==> src/rtl/sgm_pkg.sv <==
package sgm_pkg;

  // Field widths of the item and result ports
  localparam int ADDR_W = 32;
  localparam int LEN_W  = 20;
  localparam int OFF_W  = 24;
  localparam int MODE_W = 3;

  // Defaults for the top-level parameters
  localparam int DEF_MAX_SEGMENTS = 16;
  localparam int DEF_LEN_BITS     = 20;

  // A map emits at most this many chunks
  localparam int RESULT_CAP = 16;
  localparam int CHUNK_CW   = $clog2(RESULT_CAP + 1);

  // Front-to-back queue
  localparam int Q_DEPTH = 2;
  localparam int Q_PW    = $clog2(Q_DEPTH);
  localparam int Q_CW    = $clog2(Q_DEPTH + 1);

  typedef enum logic [MODE_W-1:0] {
    MODE_PUSH_BACK  = 3'd0,
    MODE_PUSH_FRONT = 3'd1,
    MODE_POP_BACK   = 3'd2,
    MODE_POP_FRONT  = 3'd3,
    MODE_MAP        = 3'd4
  } sgm_mode_e;

  // Operation after the static checks of the front end
  typedef enum logic [2:0] {
    OP_PUSH_BACK,
    OP_PUSH_FRONT,
    OP_POP_BACK,
    OP_POP_FRONT,
    OP_MAP,
    OP_REJECT
  } sgm_op_e;

  typedef struct packed {
    sgm_op_e           op;
    logic [ADDR_W-1:0] seg_base;
    logic [LEN_W-1:0]  seg_len;
    logic [OFF_W-1:0]  start_offset;
    logic [OFF_W-1:0]  range_len;
  } sgm_item_t;

  typedef enum logic [1:0] {
    ST_IDLE,
    ST_POP,
    ST_SEEK,
    ST_EMIT
  } sgm_state_e;

endpackage

==> src/rtl/sgm_front.sv <==
module sgm_front
  import sgm_pkg::*;
#(
  parameter int LEN_BITS = DEF_LEN_BITS
) (
  input  logic              in_valid_i,
  output logic              in_stall_o,
  input  logic [MODE_W-1:0] mode_i,
  input  logic [ADDR_W-1:0] seg_base_i,
  input  logic [LEN_W-1:0]  seg_len_i,
  input  logic [OFF_W-1:0]  start_offset_i,
  input  logic [OFF_W-1:0]  range_len_i,
  input  logic              q_full_i,
  output logic              q_push_o,
  output sgm_item_t         q_item_o
);

  localparam int SLEN = (LEN_BITS < LEN_W) ? LEN_BITS : LEN_W;
  localparam logic [LEN_W-1:0] LEN_MASK = LEN_W'((64'd1 << SLEN) - 64'd1);

  logic [LEN_W-1:0] len_m;

  assign len_m      = seg_len_i & LEN_MASK;
  assign in_stall_o = q_full_i;
  assign q_push_o   = in_valid_i && !q_full_i;

  always_comb begin
    q_item_o.seg_base     = seg_base_i;
    q_item_o.seg_len      = len_m;
    q_item_o.start_offset = start_offset_i;
    q_item_o.range_len    = range_len_i;
    unique case (mode_i) inside
      MODE_PUSH_BACK, MODE_PUSH_FRONT: begin
        if (seg_base_i == '0 || len_m == '0) begin
          q_item_o.op = OP_REJECT;
        end else if (mode_i == MODE_PUSH_FRONT) begin
          q_item_o.op = OP_PUSH_FRONT;
        end else begin
          q_item_o.op = OP_PUSH_BACK;
        end
      end
      MODE_POP_BACK:  q_item_o.op = OP_POP_BACK;
      MODE_POP_FRONT: q_item_o.op = OP_POP_FRONT;
      MODE_MAP: begin
        q_item_o.op = (range_len_i == '0) ? OP_REJECT : OP_MAP;
      end
      default: q_item_o.op = OP_REJECT;
    endcase
  end

endmodule

==> src/rtl/sgm_queue.sv <==
module sgm_queue
  import sgm_pkg::*;
(
  input  logic      clk_i,
  input  logic      rst_ni,
  input  logic      push_i,
  input  sgm_item_t item_i,
  output logic      full_o,
  input  logic      pop_i,
  output logic      valid_o,
  output sgm_item_t item_o
);

  sgm_item_t        slot_q [Q_DEPTH];
  logic [Q_PW-1:0]  wr_ptr_q, wr_ptr_d;
  logic [Q_PW-1:0]  rd_ptr_q, rd_ptr_d;
  logic [Q_CW-1:0]  cnt_q, cnt_d;

  assign full_o  = (cnt_q == Q_CW'(Q_DEPTH));
  assign valid_o = (cnt_q != '0);
  assign item_o  = slot_q[rd_ptr_q];

  always_comb begin
    wr_ptr_d = wr_ptr_q;
    rd_ptr_d = rd_ptr_q;
    cnt_d    = cnt_q;
    if (push_i) begin
      wr_ptr_d = (wr_ptr_q == Q_PW'(Q_DEPTH - 1)) ? '0 : wr_ptr_q + 1'b1;
    end
    if (pop_i) begin
      rd_ptr_d = (rd_ptr_q == Q_PW'(Q_DEPTH - 1)) ? '0 : rd_ptr_q + 1'b1;
    end
    if (push_i && !pop_i) begin
      cnt_d = cnt_q + 1'b1;
    end else if (pop_i && !push_i) begin
      cnt_d = cnt_q - 1'b1;
    end
  end

  always_ff @(posedge clk_i or negedge rst_ni) begin
    if (!rst_ni) begin
      wr_ptr_q <= '0;
      rd_ptr_q <= '0;
      cnt_q    <= '0;
    end else begin
      wr_ptr_q <= wr_ptr_d;
      rd_ptr_q <= rd_ptr_d;
      cnt_q    <= cnt_d;
    end
  end

  always_ff @(posedge clk_i) begin
    if (push_i) begin
      slot_q[wr_ptr_q] <= item_i;
    end
  end

endmodule

==> src/rtl/sgm_back.sv <==
module sgm_back
  import sgm_pkg::*;
#(
  parameter int MAX_SEGMENTS = DEF_MAX_SEGMENTS,
  parameter int LEN_BITS     = DEF_LEN_BITS
) (
  input  logic              clk_i,
  input  logic              rst_ni,
  input  logic              q_valid_i,
  input  sgm_item_t         q_item_i,
  output logic              q_pop_o,
  output logic              out_valid_o,
  input  logic              out_stall_i,
  output logic              status_o,
  output logic [ADDR_W-1:0] chunk_base_o,
  output logic [LEN_W-1:0]  chunk_len_o,
  output logic              last_o,
  output logic [OFF_W-1:0]  bytes_covered_o
);

  localparam int SLEN = (LEN_BITS < LEN_W) ? LEN_BITS : LEN_W;
  localparam int IW   = $clog2(MAX_SEGMENTS);
  localparam int CW   = $clog2(MAX_SEGMENTS + 1);
  localparam int TW   = SLEN + CW;
  localparam int AW   = (TW > OFF_W) ? TW : OFF_W;

  // segment table
  logic [ADDR_W-1:0] base_mem [MAX_SEGMENTS];
  logic [SLEN-1:0]   len_mem  [MAX_SEGMENTS];
  logic              mem_we;
  logic [IW-1:0]     mem_waddr;
  logic              rd_en;
  logic [IW-1:0]     rd_addr;
  logic [ADDR_W-1:0] rd_base_q;
  logic [SLEN-1:0]   rd_len_q;

  sgm_state_e        state_q, state_d;
  logic [IW-1:0]     head_q, head_d;
  logic [CW-1:0]     count_q, count_d;
  logic [TW-1:0]     total_q, total_d;

  // map walk
  logic [CW-1:0]       idx_q, idx_d;
  logic [TW-1:0]       pos_q, pos_d;
  logic [OFF_W-1:0]    left_q, left_d;
  logic [SLEN-1:0]     within_q, within_d;
  logic [CHUNK_CW-1:0] nchunk_q, nchunk_d;
  logic [OFF_W-1:0]    off_q, off_d;
  logic [OFF_W-1:0]    want_q, want_d;

  // result register
  logic              out_valid_q;
  logic              out_free;
  logic              out_load;
  logic              status_q, status_d;
  logic [ADDR_W-1:0] cbase_q, cbase_d;
  logic [LEN_W-1:0]  clen_q, clen_d;
  logic              last_q, last_d;
  logic [OFF_W-1:0]  covered_q, covered_d;

  logic [SLEN-1:0]     in_len;
  logic [CW-1:0]       idx_inc;
  logic [TW-1:0]       seg_end;
  logic                off_found;
  logic [SLEN-1:0]     room;
  logic [OFF_W:0]      need_sum;
  logic                fits;
  logic [SLEN-1:0]     take;
  logic [OFF_W-1:0]    left_nxt;
  logic [CHUNK_CW-1:0] nchunk_inc;
  logic                map_last;

  function automatic logic [IW-1:0] slot_of(input logic [IW-1:0] head,
                                            input logic [CW-1:0] pos);
    logic [CW:0] sum;
    sum = (CW+1)'(head) + (CW+1)'(pos);
    if (sum >= (CW+1)'(MAX_SEGMENTS)) begin
      sum = sum - (CW+1)'(MAX_SEGMENTS);
    end
    return sum[IW-1:0];
  endfunction

  assign out_free    = !out_valid_q || !out_stall_i;
  assign in_len      = q_item_i.seg_len[SLEN-1:0];
  assign idx_inc     = idx_q + 1'b1;
  assign nchunk_inc  = nchunk_q + 1'b1;

  // seek: does the offset fall inside the segment at idx_q
  assign seg_end     = pos_q + TW'(rd_len_q);
  assign off_found   = AW'(off_q) < AW'(seg_end);

  // emit: left < room  <=>  left + within < len
  assign room        = rd_len_q - within_q;
  assign need_sum    = (OFF_W+1)'(left_q) + (OFF_W+1)'(within_q);
  assign fits        = need_sum < (OFF_W+1)'(rd_len_q);
  assign take        = fits ? left_q[SLEN-1:0] : room;
  assign left_nxt    = fits ? '0 : OFF_W'(need_sum - (OFF_W+1)'(rd_len_q));
  assign map_last    = (idx_inc == count_q) || (left_nxt == '0) ||
                       (nchunk_inc == CHUNK_CW'(RESULT_CAP));

  always_comb begin
    state_d   = state_q;
    head_d    = head_q;
    count_d   = count_q;
    total_d   = total_q;
    idx_d     = idx_q;
    pos_d     = pos_q;
    left_d    = left_q;
    within_d  = within_q;
    nchunk_d  = nchunk_q;
    off_d     = off_q;
    want_d    = want_q;
    mem_we    = 1'b0;
    mem_waddr = head_q;
    rd_en     = 1'b0;
    rd_addr   = head_q;
    q_pop_o   = 1'b0;
    out_load  = 1'b0;
    status_d  = 1'b1;
    cbase_d   = '0;
    clen_d    = '0;
    last_d    = 1'b1;
    covered_d = '0;

    unique case (state_q)
      ST_IDLE: begin
        if (q_valid_i && out_free) begin
          q_pop_o = 1'b1;
          case (q_item_i.op) inside
            OP_PUSH_BACK, OP_PUSH_FRONT: begin
              out_load = 1'b1;
              if (count_q != CW'(MAX_SEGMENTS)) begin
                status_d = 1'b0;
                mem_we   = 1'b1;
                if (q_item_i.op == OP_PUSH_FRONT) begin
                  head_d    = (head_q == '0) ? IW'(MAX_SEGMENTS - 1) : head_q - 1'b1;
                  mem_waddr = head_d;
                end else begin
                  mem_waddr = slot_of(head_q, count_q);
                end
                count_d = count_q + 1'b1;
                total_d = total_q + TW'(in_len);
              end
            end
            OP_POP_BACK, OP_POP_FRONT: begin
              if (count_q == '0) begin
                out_load = 1'b1;
              end else begin
                rd_en   = 1'b1;
                count_d = count_q - 1'b1;
                if (q_item_i.op == OP_POP_FRONT) begin
                  rd_addr = head_q;
                  head_d  = (head_q == IW'(MAX_SEGMENTS - 1)) ? '0 : head_q + 1'b1;
                end else begin
                  rd_addr = slot_of(head_q, count_q - 1'b1);
                end
                state_d = ST_POP;
              end
            end
            OP_MAP: begin
              if (AW'(q_item_i.start_offset) >= AW'(total_q)) begin
                out_load = 1'b1;
              end else begin
                rd_en    = 1'b1;
                rd_addr  = head_q;
                idx_d    = '0;
                pos_d    = '0;
                nchunk_d = '0;
                left_d   = q_item_i.range_len;
                off_d    = q_item_i.start_offset;
                want_d   = q_item_i.range_len;
                state_d  = ST_SEEK;
              end
            end
            default: out_load = 1'b1;
          endcase
        end
      end

      ST_POP: begin
        if (out_free) begin
          out_load = 1'b1;
          status_d = 1'b0;
          cbase_d  = rd_base_q;
          clen_d   = LEN_W'(rd_len_q);
          total_d  = total_q - TW'(rd_len_q);
          state_d  = ST_IDLE;
        end
      end

      // the offset lies below the total, so the walk always finds it
      ST_SEEK: begin
        if (off_found) begin
          within_d = SLEN'(AW'(off_q) - AW'(pos_q));
          state_d  = ST_EMIT;
        end else begin
          pos_d   = seg_end;
          idx_d   = idx_inc;
          rd_en   = 1'b1;
          rd_addr = slot_of(head_q, idx_inc);
        end
      end

      ST_EMIT: begin
        if (out_free) begin
          out_load = 1'b1;
          status_d = 1'b0;
          cbase_d  = rd_base_q + ADDR_W'(within_q);
          clen_d   = LEN_W'(take);
          last_d   = map_last;
          if (map_last) begin
            covered_d = want_q - left_nxt;
            state_d   = ST_IDLE;
          end else begin
            idx_d    = idx_inc;
            nchunk_d = nchunk_inc;
            left_d   = left_nxt;
            within_d = '0;
            rd_en    = 1'b1;
            rd_addr  = slot_of(head_q, idx_inc);
          end
        end
      end

      default: state_d = ST_IDLE;
    endcase
  end

  always_ff @(posedge clk_i or negedge rst_ni) begin
    if (!rst_ni) begin
      state_q     <= ST_IDLE;
      head_q      <= '0;
      count_q     <= '0;
      total_q     <= '0;
      out_valid_q <= 1'b0;
    end else begin
      state_q     <= state_d;
      head_q      <= head_d;
      count_q     <= count_d;
      total_q     <= total_d;
      out_valid_q <= out_load || (out_valid_q && out_stall_i);
    end
  end

  always_ff @(posedge clk_i) begin
    idx_q    <= idx_d;
    pos_q    <= pos_d;
    left_q   <= left_d;
    within_q <= within_d;
    nchunk_q <= nchunk_d;
    off_q    <= off_d;
    want_q   <= want_d;
    if (out_load) begin
      status_q  <= status_d;
      cbase_q   <= cbase_d;
      clen_q    <= clen_d;
      last_q    <= last_d;
      covered_q <= covered_d;
    end
  end

  always_ff @(posedge clk_i) begin
    if (mem_we) begin
      base_mem[mem_waddr] <= q_item_i.seg_base;
      len_mem[mem_waddr]  <= in_len;
    end
    if (rd_en) begin
      rd_base_q <= base_mem[rd_addr];
      rd_len_q  <= len_mem[rd_addr];
    end
  end

  assign out_valid_o     = out_valid_q;
  assign status_o        = status_q;
  assign chunk_base_o    = cbase_q;
  assign chunk_len_o     = clen_q;
  assign last_o          = last_q;
  assign bytes_covered_o = covered_q;

endmodule

==> src/rtl/scatter_gather_segment_mapper_core.sv <==
// Scatter-gather segment mapper. Holds a double-ended list of up to MAX_SEGMENTS
// (base, length) segments plus their byte total; items push or pop at either
// end, or map a logical (offset, length) range onto chunk descriptors, one per
// segment touched and at most RESULT_CAP, the final one flagged with last and
// the bytes covered. An item first lands in a two-entry queue, so up to two more
// items are taken while one is being processed. The segment table has a single
// read port: a push or a rejected item loads its result straight from idle, a
// pop reads its segment and then emits it, and a map reads segments one at a
// time, past those before the offset, emitting a chunk per segment. Output
// stalls hold emits and new items; results are registered, nothing is dropped.
module scatter_gather_segment_mapper_core
  import sgm_pkg::*;
#(
  parameter int MAX_SEGMENTS = DEF_MAX_SEGMENTS,
  parameter int LEN_BITS     = DEF_LEN_BITS
) (
  input  logic              clk_i,
  input  logic              rst_ni,
  input  logic              in_valid_i,
  output logic              in_stall_o,
  input  logic [MODE_W-1:0] mode_i,
  input  logic [ADDR_W-1:0] seg_base_i,
  input  logic [LEN_W-1:0]  seg_len_i,
  input  logic [OFF_W-1:0]  start_offset_i,
  input  logic [OFF_W-1:0]  range_len_i,
  output logic              out_valid_o,
  input  logic              out_stall_i,
  output logic              status_o,
  output logic [ADDR_W-1:0] chunk_base_o,
  output logic [LEN_W-1:0]  chunk_len_o,
  output logic              last_o,
  output logic [OFF_W-1:0]  bytes_covered_o
);

  sgm_item_t push_item;
  sgm_item_t head_item;
  logic      q_push;
  logic      q_full;
  logic      q_pop;
  logic      q_valid;

  sgm_front #(
    .LEN_BITS (LEN_BITS)
  ) u_front (
    .in_valid_i     (in_valid_i),
    .in_stall_o     (in_stall_o),
    .mode_i         (mode_i),
    .seg_base_i     (seg_base_i),
    .seg_len_i      (seg_len_i),
    .start_offset_i (start_offset_i),
    .range_len_i    (range_len_i),
    .q_full_i       (q_full),
    .q_push_o       (q_push),
    .q_item_o       (push_item)
  );

  sgm_queue u_queue (
    .clk_i   (clk_i),
    .rst_ni  (rst_ni),
    .push_i  (q_push),
    .item_i  (push_item),
    .full_o  (q_full),
    .pop_i   (q_pop),
    .valid_o (q_valid),
    .item_o  (head_item)
  );

  sgm_back #(
    .MAX_SEGMENTS (MAX_SEGMENTS),
    .LEN_BITS     (LEN_BITS)
  ) u_back (
    .clk_i           (clk_i),
    .rst_ni          (rst_ni),
    .q_valid_i       (q_valid),
    .q_item_i        (head_item),
    .q_pop_o         (q_pop),
    .out_valid_o     (out_valid_o),
    .out_stall_i     (out_stall_i),
    .status_o        (status_o),
    .chunk_base_o    (chunk_base_o),
    .chunk_len_o     (chunk_len_o),
    .last_o          (last_o),
    .bytes_covered_o (bytes_covered_o)
  );

endmodule

==> config.mk <==
export PLATFORM = sky130hd
export DESIGN_NAME = scatter_gather_segment_mapper_core
export DESIGN_NICKNAME = d
export VERILOG_FILES = /design/src/rtl/sgm_pkg.sv /design/src/rtl/sgm_front.sv /design/src/rtl/sgm_queue.sv /design/src/rtl/sgm_back.sv /design/src/rtl/scatter_gather_segment_mapper_core.sv
export SDC_FILE = /design/constraint.sdc
export NUM_CORES = 2
export LEC_CHECK = 0
export BUFFER_PORTS_ARGS = -buffer_cell sky130_fd_sc_hd__buf_2
export CAP_MARGIN = 20
export CELL_PAD_IN_SITES_DETAIL_PLACEMENT = 0
export CELL_PAD_IN_SITES_GLOBAL_PLACEMENT = 1
export CORE_MARGIN = 8
export CORE_UTILIZATION = 30
export DETAILED_ROUTE_END_ITERATION = 7
export PLACE_DENSITY = 0.52
export SLEW_MARGIN = 20
export SYNTH_ARGS = -nofsm -noshare
export SYNTH_HDL_FRONTEND = slang
export SYNTH_SLANG_ARGS = --single-unit
==> constraint.sdc <==
create_clock -name clk_i -period 10 [get_ports clk_i]
set_input_delay 0.5 -clock clk_i [delete_from_list [all_inputs] [get_ports clk_i]]
set_output_delay 0.5 -clock clk_i [all_outputs]
set_load 0.01 [all_outputs]
==> impl_results.md <==
- Status: completed
- Layout fillers: 19900
- Final Cycle Share: 86.1%
- Fin Setup TNS: 0 ns
- CORE AREA: 206000 um2
- Final nets: 5038
- Worst EP arrival: 9.14 ns
- Avg WL per Cell: 25.2 um
- 1st-iter DRT viols: 2409
- Number of global-route vias before repair: 37300
- IO buf count: 186
- Worst Tran Pin Value: 1.15 ns
- Tmin final: 8.61 ns
- Asr flop ratio synth: 3.07%
- I/O pin total: 187
- Crit end category: register
- Setup CP Type: register to register
- TritonCTS Sinks: 1336
- Max Freq: 116 MHz
- GRT overflow: 0
- VDD IR max: 0.296 mV
- Share of cells above drive strength 1: 15.6%
- Yosys reg bits: 1336
- Pre-Repair DR Iteration Count: 6
- Worst Path Buf+Inv: 1
- Most instantiated cells after synthesis: 1295 x edfxtp_1, 568 x mux2i_1, 249 x nor2_1
- Post-synthesis net count: 4652
- Max-slew violations: 0
- Final Setup Violations: 0
- Clock transition at path regs: 0.06 ns
- Worst path required time: 10.52 ns
- Clk root buf: clkbuf_16
- Highest-delay cell along the critical path: buf_4
- Yosys cell types: 87
- Most common cell on crit path: o21ai_0
- Die Wd: 471 um
- Initial Util: 30.1%
- Largest area contributor in the netlist: edfxtp_1
- Via count: 36800
- Area of the multi-input gates: 20900 um2
- HP Class: input pin to register
- Top fanout value on the critical path: 39
- Synth area leaders: edfxtp_1 63%, mux2i_1 9.2%, ha_1 4.7%
- First-pass GRT wire length: 271 mm
- Top_reg_cell synth: edfxtp_1
- Post-CTS Setup Inserts: 0
- Pin count of the biggest net entering global routing: 83
- Max incr delay on CP: 0.46 ns
- Die area: 222000 um2
- DRC Markers: 0
- Fin. Hold Viols: 0
- Register area share after synthesis: 64.3%
- Antenna violations before repair: 11
- Row Count: 167
- Area fraction of the dominant cell type after synthesis: 62.6%
- Max transition margin: 23.3%
- GR Util All Layers: 16.6%
- Pwr per Cell Area: 390 nW/um2
- Yosys warnings: 0
- Clock Latency Late Sink: 0.79 ns
- FF/Latch Area: 39900 um2
- DP HPWL: 127 mm
- Total CTS buffers: 157
- CTS Buffer Depth: 3
- Synth-to-Final Area Change: 17.0%
- Synth Cell Area: 62100 um2
- DR vias/cell: 4.90
- Die height: 471 um
- WL final: 190 mm
- Mean Syn Cell Area: 14.4 um2
- EDFF count, synth: 1295
- RSZ-0062 raised after global routing: false
- Leak Pwr: 25.8 nW
- CTS tree: yes
- Most common cell in the synthesized netlist: edfxtp_1
- Clock skew: 0.0320 ns
- Detail Route Antenna Nets: 0
- Worst Hold Margin: 0.101 ns
- H-tree depth: 4
- Startpoint types: register
- Max-cap viol count: 0
- Worst path top cell family by delay: compound AO/OA/AOI/OAI gates
- RePlAce Congestion: 0.810
- Gate Count Post-Synth: 4303
[where the power goes]
| group | internal (mW) | switching, mW |
|---|---|---|
| clock | 3.30 | 2.35 |
| combinational | 5.39 | 8.78 |
| sequential | 7.82 | 0.701 |
| total | 16.5 | 11.8 |
[final timing paths]
path,slack [ns],cells after the start,startpoint,to
max,1.39,34,u_back.within_q[0]$_SDFFCE_PP0P_,u_back.bytes_covered_o[22]$_SDFFCE_PN0P_
min,0.10,1,seg_base_i[25],u_queue.slot_q[1][93]$_DFFE_PP_
max reg2reg,1.39,34,u_back.within_q[0]$_SDFFCE_PP0P_,u_back.bytes_covered_o[22]$_SDFFCE_PN0P_
min reg2reg,0.48,1,u_back.total_q[24]$_DFFE_PN0P_,u_back.total_q[24]$_DFFE_PN0P_
max in group asynchronous,9.07,3,rst_ni,u_queue.rd_ptr_q$_DFFE_PN0P_
min in group asynchronous,0.40,3,rst_ni,u_queue.wr_ptr_q$_DFFE_PN0P_
[kinds of logic (layout without fill, tap and decap cells)]
kind of cell | Yosys count | count (layout) | synth area share, %
compound gates | 704 | 704 | 7.56
xor+xnor | 176 | 176 | 2.48
fa+ha+maj | 242 | 242 | 5.01
buf+inv | 317 | 824 | 2.44
flops | 1336 | 1336 | 64.3
mux | 749 | 749 | 12.4
other cells | 0 | 2 | 0
simple gates | 779 | 779 | 5.82
[state kept, by name (all words and copies together), names as in the netlist, 2 cells and up]
register and count:
u_queue.cnt_q 2, u_back.within_q 20, u_back.idx_q 5, u_queue.slot_q 206, u_back.chunk_len_o 20, u_back.left_q 24, u_back.nchunk_q 5, u_back.rd_base_q 32
u_back.off_q 24, u_back.len_mem 320, u_back.bytes_covered_o 24, u_back.want_q 24, u_back.base_mem 512, u_back.pos_q 25, u_back.rd_len_q 20, u_back.count_q 5
u_back.total_q 25, u_back.state_q 2, u_back.chunk_base_o 32, u_back.head_q 4
[area by class of cell]
type	count	share of cell area (%)
timing repair buffer	383	3.78
clock buffer	194	5.67
clock inverter	86	1.29
multi-input combinational	2650	28.8
inverter	161	0.832
sequential	1336	54.9
antenna	2	0.00689
tap	2704	4.66
[cell usage in the layout, fill, tap and decap left out, types with 75 or more instances in the layout]
cell	synthesis	routed
xnor2_1	101	100
nand2_1	213	211
mux2i_1	568	566
ha_1	231	231
clkbuf_16	0	159
nor2_1	249	228
dlygate4sd3_1	0	100
buf_4	7	90
a21oi_1	171	170
inv_1	161	161
xor2_1	75	75
buf_2	44	186
edfxtp_1	1295	1295
o21ai_0	159	158
mux2_2	181	181
[per-stage QoR]
step                setup WS, ns  util, %  power, mW  cell area (um2)  instances
floorplan                  0.475        -       18.4            62100       4303
global placement            1.36     32.3       23.0            66600       7134
detailed placement          1.37     32.3       22.9            66600       7134
CTS                         1.34     35.2       28.8            72700       7514
global route               0.733     35.2       30.2            72700       7514
finish                      1.39     35.2       28.3            72700       7516
[layer usage]
| metal | part of all wire (%) | global-route usage (%) |
|---|---|---|
| met2 | 49 | 28.7 |
| met5 | 0.0037 | 0 |
| met1 | 46 | 22.1 |
| met3 | 3.2 | 2.27 |
| met4 | 2.0 | 3.66 |
[what timing repair did]
item                      in CTS  in global routing
gates resized for setup        0                  0
hold endpoints to repair     239                  0
hold buffers                 100                  0
No activity file was read; power rests on OpenSTA's default activity.
